### src/hdl/lkv_pkg.sv
// shared types and constants for the lru key/value cache
// no dependencies; imported by every module of the block
package lkv_pkg;

    localparam int DEFAULT_ENTRIES = 16;
    localparam int CAP_W           = 5;
    localparam int KEY_W           = 32;
    localparam int VAL_W           = 32;

    localparam logic [CAP_W-1:0] CAP_RESET = CAP_W'(16);

    localparam logic MODE_GET = 1'b0;
    localparam logic MODE_PUT = 1'b1;

    localparam logic [VAL_W-1:0] MISS_VALUE  = {VAL_W{1'b1}};
    localparam logic [VAL_W-1:0] WRITE_VALUE = {VAL_W{1'b0}};

    // command broadcast to every entry cell
    typedef struct packed {
        logic touch;   // key hit: move matching entry to most recent
        logic insert;  // key miss on a write: place new entry
        logic store;   // overwrite value of the matching entry
    } cell_cmd_t;

endpackage

### src/hdl/lkv_cell.sv
// one cache entry: key, value, valid flag and recency rank
// depends on lkv_pkg
module lkv_cell #(
    parameter int RANK_W = 4
) (
    input  logic                       clk,
    input  logic                       rst_n,
    input  lkv_pkg::cell_cmd_t         cmd,
    input  logic                       pick,
    input  logic                       kill,
    input  logic [lkv_pkg::KEY_W-1:0]  key,
    input  logic [lkv_pkg::VAL_W-1:0]  value,
    input  logic [RANK_W-1:0]          hit_rank,
    output logic                       match,
    output logic                       valid,
    output logic [RANK_W-1:0]          rank,
    output logic [lkv_pkg::VAL_W-1:0]  stored_value
);
    import lkv_pkg::*;

    logic              valid_reg;
    logic              valid_next;
    logic [RANK_W-1:0] rank_reg;
    logic [RANK_W-1:0] rank_next;
    logic [KEY_W-1:0]  key_reg;
    logic [VAL_W-1:0]  value_reg;
    logic              load_key;
    logic              load_value;

    assign match        = valid_reg && (key_reg == key);
    assign valid        = valid_reg;
    assign rank         = rank_reg;
    assign stored_value = value_reg;

    assign load_key   = cmd.insert && pick;
    assign load_value = load_key || (cmd.touch && cmd.store && match);

    always_comb
    begin
        valid_next = valid_reg;
        rank_next  = rank_reg;
        if (cmd.touch)
        begin
            if (match)
            begin
                rank_next = '0;
            end
            else if (valid_reg && (rank_reg < hit_rank))
            begin
                rank_next = rank_reg + RANK_W'(1);
            end
        end
        else if (cmd.insert)
        begin
            if (pick)
            begin
                valid_next = 1'b1;
                rank_next  = '0;
            end
            else if (kill)
            begin
                valid_next = 1'b0;
                rank_next  = '0;
            end
            else if (valid_reg)
            begin
                rank_next = rank_reg + RANK_W'(1);
            end
        end
    end

    always_ff @(posedge clk or negedge rst_n)
    begin
        if (!rst_n)
        begin
            valid_reg <= 1'b0;
            rank_reg  <= '0;
        end
        else
        begin
            valid_reg <= valid_next;
            rank_reg  <= rank_next;
        end
    end

    always_ff @(posedge clk)
    begin
        if (load_key)
        begin
            key_reg <= key;
        end
        if (load_value)
        begin
            value_reg <= value;
        end
    end

endmodule

### src/hdl/lkv_array.sv
// row of entry cells with parallel key compare, victim and free slot choice
// depends on lkv_pkg and lkv_cell
module lkv_array #(
    parameter int ENTRIES = lkv_pkg::DEFAULT_ENTRIES,
    parameter int RANK_W  = (ENTRIES > 1) ? $clog2(ENTRIES) : 1,
    parameter int CNT_W   = $clog2(ENTRIES + 1)
) (
    input  logic                       clk,
    input  logic                       rst_n,
    input  logic                       go,
    input  logic                       mode,
    input  logic [lkv_pkg::KEY_W-1:0]  key,
    input  logic [lkv_pkg::VAL_W-1:0]  value,
    input  logic                       evict,
    input  logic [CNT_W-1:0]           occupancy,
    output logic                       hit,
    output logic [lkv_pkg::VAL_W-1:0]  hit_value,
    output logic [ENTRIES-1:0]         valid_vec
);
    import lkv_pkg::*;

    cell_cmd_t          cmd;
    logic [ENTRIES-1:0] match_vec;
    logic [ENTRIES-1:0] victim_vec;
    logic [ENTRIES-1:0] free_vec;
    logic [ENTRIES-1:0] pick_vec;
    logic [RANK_W-1:0]  rank_arr [ENTRIES];
    logic [VAL_W-1:0]   value_arr [ENTRIES];
    logic [RANK_W-1:0]  hit_rank;
    logic [CNT_W-1:0]   lru_rank;

    assign lru_rank = occupancy - CNT_W'(1);
    assign hit      = |match_vec;

    assign cmd.touch  = go && hit;
    assign cmd.insert = go && (mode == MODE_PUT) && !hit;
    assign cmd.store  = (mode == MODE_PUT);

    // lowest free slot, the victim counts as free when evicting
    assign free_vec = ~valid_vec | (evict ? victim_vec : '0);
    assign pick_vec = free_vec & (~free_vec + ENTRIES'(1));

    always_comb
    begin
        hit_rank  = '0;
        hit_value = '0;
        for (int i = 0; i < ENTRIES; i++)
        begin
            hit_rank  = hit_rank | (rank_arr[i] & {RANK_W{match_vec[i]}});
            hit_value = hit_value | (value_arr[i] & {VAL_W{match_vec[i]}});
        end
    end

    for (genvar g = 0; g < ENTRIES; g++)
    begin : g_cell
        assign victim_vec[g] = valid_vec[g] && (CNT_W'(rank_arr[g]) == lru_rank);

        lkv_cell #(
            .RANK_W (RANK_W)
        ) u_cell (
            .clk          (clk),
            .rst_n        (rst_n),
            .cmd          (cmd),
            .pick         (pick_vec[g]),
            .kill         (evict && victim_vec[g]),
            .key          (key),
            .value        (value),
            .hit_rank     (hit_rank),
            .match        (match_vec[g]),
            .valid        (valid_vec[g]),
            .rank         (rank_arr[g]),
            .stored_value (value_arr[g])
        );
    end

endmodule

### src/hdl/lru_key_value_cache.sv
// top level of the lru key/value cache: input and result registers, capacity, occupancy
// depends on lkv_pkg and lkv_array
//
// Fully associative key/value store with least-recently-used replacement. Every
// accepted beat (lookup or write) gives exactly one result beat, which passes through
// the input register and then the result register; a new beat can be accepted every
// cycle while in_stall is low. The key compare across all entries, the recency rank
// update and the victim/free slot choice are combinational between the
// input register and the result register. The store is empty after reset with no
// clearing pass. The capacity register may only be written while the block is idle;
// zero acts as one and values above ENTRIES act as ENTRIES.
module lru_key_value_cache #(
    parameter int ENTRIES = lkv_pkg::DEFAULT_ENTRIES
) (
    input  logic                              clk,
    input  logic                              rst_n,
    input  logic                              in_valid,
    output logic                              in_stall,
    input  logic                              mode,
    input  logic signed [lkv_pkg::KEY_W-1:0]  lookup_key,
    input  logic signed [lkv_pkg::VAL_W-1:0]  write_value,
    output logic                              out_valid,
    input  logic                              out_stall,
    output logic                              hit,
    output logic signed [lkv_pkg::VAL_W-1:0]  read_value,
    input  logic                              cfg_valid,
    output logic                              cfg_ready,
    input  logic [lkv_pkg::CAP_W-1:0]         capacity_in_use
);
    import lkv_pkg::*;

    localparam int RANK_W = (ENTRIES > 1) ? $clog2(ENTRIES) : 1;
    localparam int CNT_W  = $clog2(ENTRIES + 1);
    localparam int CMP_W  = (CNT_W > CAP_W) ? CNT_W : CAP_W;

    logic               in_valid_reg;
    logic               in_valid_next;
    logic               in_mode_reg;
    logic [KEY_W-1:0]   in_key_reg;
    logic [VAL_W-1:0]   in_value_reg;
    logic               out_valid_reg;
    logic               out_valid_next;
    logic               out_hit_reg;
    logic [VAL_W-1:0]   out_value_reg;
    logic [VAL_W-1:0]   out_value_next;
    logic [CAP_W-1:0]   cap_reg;
    logic [CNT_W-1:0]   occ_reg;
    logic [CNT_W-1:0]   occ_next;
    logic [CMP_W-1:0]   cap_ext;
    logic [CMP_W-1:0]   eff_cap;
    logic               go;
    logic               in_take;
    logic               evict;
    logic               arr_hit;
    logic [VAL_W-1:0]   arr_value;
    logic [ENTRIES-1:0] valid_vec;

    assign go        = in_valid_reg && (!out_valid_reg || !out_stall);
    assign in_stall  = in_valid_reg && !go;
    assign in_take   = in_valid && !in_stall;
    assign cfg_ready = 1'b1;

    assign out_valid  = out_valid_reg;
    assign hit        = out_hit_reg;
    assign read_value = out_value_reg;

    assign cap_ext = CMP_W'(cap_reg);

    always_comb
    begin
        if (cap_ext == '0)
        begin
            eff_cap = CMP_W'(1);
        end
        else if (cap_ext > CMP_W'(ENTRIES))
        begin
            eff_cap = CMP_W'(ENTRIES);
        end
        else
        begin
            eff_cap = cap_ext;
        end
    end

    assign evict = (CMP_W'(occ_reg) >= eff_cap);

    lkv_array #(
        .ENTRIES (ENTRIES),
        .RANK_W  (RANK_W),
        .CNT_W   (CNT_W)
    ) u_array (
        .clk       (clk),
        .rst_n     (rst_n),
        .go        (go),
        .mode      (in_mode_reg),
        .key       (in_key_reg),
        .value     (in_value_reg),
        .evict     (evict),
        .occupancy (occ_reg),
        .hit       (arr_hit),
        .hit_value (arr_value),
        .valid_vec (valid_vec)
    );

    always_comb
    begin
        in_valid_next  = in_take || (in_valid_reg && !go);
        out_valid_next = go || (out_valid_reg && out_stall);
        occ_next       = occ_reg;
        if (go && (in_mode_reg == MODE_PUT) && !arr_hit && !evict)
        begin
            occ_next = occ_reg + CNT_W'(1);
        end
        if (in_mode_reg == MODE_PUT)
        begin
            out_value_next = WRITE_VALUE;
        end
        else if (arr_hit)
        begin
            out_value_next = arr_value;
        end
        else
        begin
            out_value_next = MISS_VALUE;
        end
    end

    always_ff @(posedge clk or negedge rst_n)
    begin
        if (!rst_n)
        begin
            in_valid_reg  <= 1'b0;
            out_valid_reg <= 1'b0;
            cap_reg       <= CAP_RESET;
            occ_reg       <= '0;
        end
        else
        begin
            in_valid_reg  <= in_valid_next;
            out_valid_reg <= out_valid_next;
            occ_reg       <= occ_next;
            if (cfg_valid && cfg_ready)
            begin
                cap_reg <= capacity_in_use;
            end
        end
    end

    always_ff @(posedge clk)
    begin
        if (in_take)
        begin
            in_mode_reg  <= mode;
            in_key_reg   <= lookup_key;
            in_value_reg <= write_value;
        end
        if (go)
        begin
            out_hit_reg   <= arr_hit;
            out_value_reg <= out_value_next;
        end
    end

    // occupancy tracks the valid entries
    a_occ_count: assert property (@(posedge clk) disable iff (!rst_n)
        $countones(valid_vec) == int'(occ_reg))
        else $error("occupancy does not match valid entry count");

    a_occ_bound: assert property (@(posedge clk) disable iff (!rst_n)
        CMP_W'(occ_reg) <= CMP_W'(ENTRIES))
        else $error("occupancy above entry count");

    a_get_keeps_occ: assert property (@(posedge clk) disable iff (!rst_n)
        (go && (in_mode_reg == MODE_GET)) |=> $stable(occ_reg))
        else $error("lookup changed occupancy");

    a_put_miss_grow: assert property (@(posedge clk) disable iff (!rst_n)
        (go && (in_mode_reg == MODE_PUT) && !arr_hit && !evict)
        |=> (occ_reg == $past(occ_reg) + CNT_W'(1)))
        else $error("insert without eviction did not grow occupancy");

endmodule
### config.mk
export PLATFORM = sky130hd
export DESIGN_NAME = lru_key_value_cache
export DESIGN_NICKNAME = d
export VERILOG_FILES = /design/src/hdl/lkv_pkg.sv /design/src/hdl/lkv_cell.sv /design/src/hdl/lkv_array.sv /design/src/hdl/lru_key_value_cache.sv
export SDC_FILE = /design/constraint.sdc
export NUM_CORES = 2
export LEC_CHECK = 0
export BUFFER_PORTS_ARGS = -buffer_cell sky130_fd_sc_hd__clkbuf_2
export CORE_MARGIN = 1.5
export CORE_UTILIZATION = 55
export CTS_BUF_LIST = sky130_fd_sc_hd__clkbuf_4 sky130_fd_sc_hd__clkbuf_8
export DETAILED_ROUTE_END_ITERATION = 6
export PLACE_DENSITY_LB_ADDON = 0.25
export SYNTH_ARGS = -nofsm -noshare
export SYNTH_HDL_FRONTEND = slang
export SYNTH_SLANG_ARGS = --single-unit
### constraint.sdc
create_clock -name clk -period 12.59 [get_ports clk]
set_clock_uncertainty 0.1 [all_clocks]
set_input_delay 1.259 -clock clk [delete_from_list [all_inputs] [get_ports clk]]
set_output_delay 1.259 -clock clk [all_outputs]
set_load 0.03 [all_outputs]
==> results.ini <==
[yosys]
yosys_most_used_dff = edfxtp_1
yosysTopAreaCell = edfxtp_1
async_flop_share_pct = 7.58
avgSynthCellArea_um2 = 14.4
synth_cell_type_count = 84
yosysMostFrequentCell = edfxtp_1
synth_edf_count = 1122
seq_area_frac_synth_pct = 67.7
yosys_warnings = 0
synthCells = 3690
ys_ff_latch = 1214
synthTopCellsByCount = edfxtp_1 (1122), xnor2_1 (464), nand4_1 (237)
syn_nets = 3804
netlist_top_cells_area = edfxtp_1 (63%), xnor2_1 (7.6%), dfrtp_1 (4.3%), nand4_1 (2.8%), a22o_1 (2.2%)
synth.top_cell.area_share_pct = 63.3
synthesis.area_um2 = 53200

[placement]
hpwl_um = 95800
io_buffers = 109
dpl-instance-area_um2 = 55500
placed_cells = 4976
pre_cts_ws_ns = 6.19
gp_congestion = 1.09

[clocking]
cts_inserted_buffers = 189
clkTransAtPathRegs_ns = 0.06
cts_sinks = 1214
cts_hold_buffers = 0
clockBufferDepth = 3
post_cts_buffers = 0
worstSkewPairLatency_ns = 0.89
root_buffer = clkbuf_8
htreeDepth = 4
tritoncts = yes
cts_resized = 0

[power_and_ir_drop]
powerDensity_nw_per_um2 = 167
total_power_mw = 9.87
peakVddDrop_mv = 0.110
p_leak_nw = 19.5

[grt]
grt_overflow = 0
grt_pass1_wl_um = 229000
grt_max_degree = 65
antenna_found_initial = 5
grt_pass1_vias = 33600
track_usage_pct = 32.2

[drt]
drt_first_pass_iters = 7
dr.first_iter.drc_count = 5115
via_per_inst = 6.55
drcViolationCount = 33
vias = 34900
wl_um = 158000
antenna_left = 0
wl_per_cell_um = 29.7

[timing]
post-route-min-period_ns = 6.83
worstMarginPinSlew_ns = 1.33
timing.final.ws_setup_ns = 5.76
slew_viol_final = 0
slew_headroom_pct = 10.4
rsz0062_at_grt = false
fin_hold_ws_ns = 0.219
fin_tns_setup_ns = 0
max_freq_mhz = 146
setup_viol = 0
fin_crit_sh_pct = 54.3
hold_viol = 0

[floorplan]
die_height_um = 314
row_count = 113
coreArea_um2 = 95400
dieArea_um2 = 98600
start_util_pct = 55.7
die_width_um = 314
ios = 111

[final_layout]
synthToLayoutAreaGrowth_pct = 11.3
fin_area_um2 = 59200
post-route-util_pct = 62.0
layout-drive-gt1-share_pct = 14.5
nNetsFinal = 4016
layoutNonFillerInstCount = 5325

[setup_path]
critPathArrivalTime_ns = 7.22
crit_path_start_kind = flop
cp_max_fo = 32
path_class = reg2reg
setup.worst_path.end_class = flop
critPathRequiredTime_ns = 12.98

[flow_run]
drv_cap = 0

[status]
failed_checks = DRC
status = finished, violations left

[worst_hold_path]
hold_class = in2async

[kinds of logic after synthesis]
group,count (synthesis),synth area share [%]
other,1,0.00705
adder cells (fa/ha/maj),55,1.22
flip-flops,1214,67.7
AND/OR/NAND/NOR,967,10.3
multiplexers,28,0.576
buffers and inverters,289,2.35
AO/OA/AOI/OAI,591,8.64
XOR/XNOR,545,9.25
[metal layers]
metal,GRT usage [%],part of all wire (%),wire length [um]
met1,46.1,40,63900
met2,47.0,43,68700
met3,9.09,13,19900
met4,12.4,3.7,5860
met5,0,0.027,43
[path summary, 6_finish.rpt]
path | from | depth (start not counted) | endpoint | slack [ns]
max reg2reg | in_key_reg[25]$_DFFE_PP_ | 12 | u_array.g_cell[12].u_cell.key_reg[1]$_DFFE_PP_ | 5.76
min | rst_n | 1 | cap_ext[2]$_DFFE_PN0P_ | 0.22
min reg2reg | in_valid_reg$_DFF_PN0_ | 1 | out_valid$_DFF_PN0_ | 0.39
max in group asynchronous | rst_n | 2 | u_array.g_cell[6].u_cell.rank[2]$_DFFE_PN0P_ | 10.92
max | in_key_reg[25]$_DFFE_PP_ | 12 | u_array.g_cell[12].u_cell.key_reg[1]$_DFFE_PP_ | 5.76
min in group clk | in_valid_reg$_DFF_PN0_ | 1 | out_valid$_DFF_PN0_ | 0.39
[power by group]
group / internal [mW] / switching, mW / total [mW]
logic: 0.558 / 0.974 / 1.53
clock network: 1.71 / 1.55 / 3.26
registers: 4.73 / 0.339 / 5.07
total: 7.00 / 2.86 / 9.87
[layout by cell type (no fill, tap or decap), types with 15 or more instances in the layout]
cell       count
a22oi_1       15
nand2b_1      93
clkbuf_2     108
clkbuf_8     191
nor4_1        68
a221oi_1     131
xor2_1        70
clkinv_1      61
and3_1        70
a31oi_1       45
inv_1         94
nand3_1       94
nor3_1        43
dfrtp_1       91
nor2_1       109
a21oi_1       39
o21ai_0       63
xnor2_1      464
a22o_1       132
clkbuf_4      57
ha_1          39
mux2_2        21
buf_4        108
o2111ai_1     22
nand4_1      237
nand2_1      126
or4_1         15
edfxtp_1    1122
[critical path, cell delays in order (launching register included)]
cell and delay (ns):
edfxtp_1 0.75, buf_4 0.51, xnor2_1 0.17, nand4_1 0.13
nor4_1 0.08, and4_2 0.32, nor4_1 1.06, nand4_1 0.55
nor2_1 0.46, buf_4 0.32, nand3_1 0.35, a211o_1 0.60
inv_1 0.98
[layout make-up]
cell class / instances / area, um2
multi-input combinational: 2187 / 16200
inverter: 94 / 353
clock inverter: 94 / 624
antenna: 7 / 17.5
fill: 7098 / 36300
tap: 1265 / 1580
sequential: 1214 / 36000
timing repair buffer: 216 / 1350
clock buffer: 248 / 3060
Power figures use the tool's default switching activity.
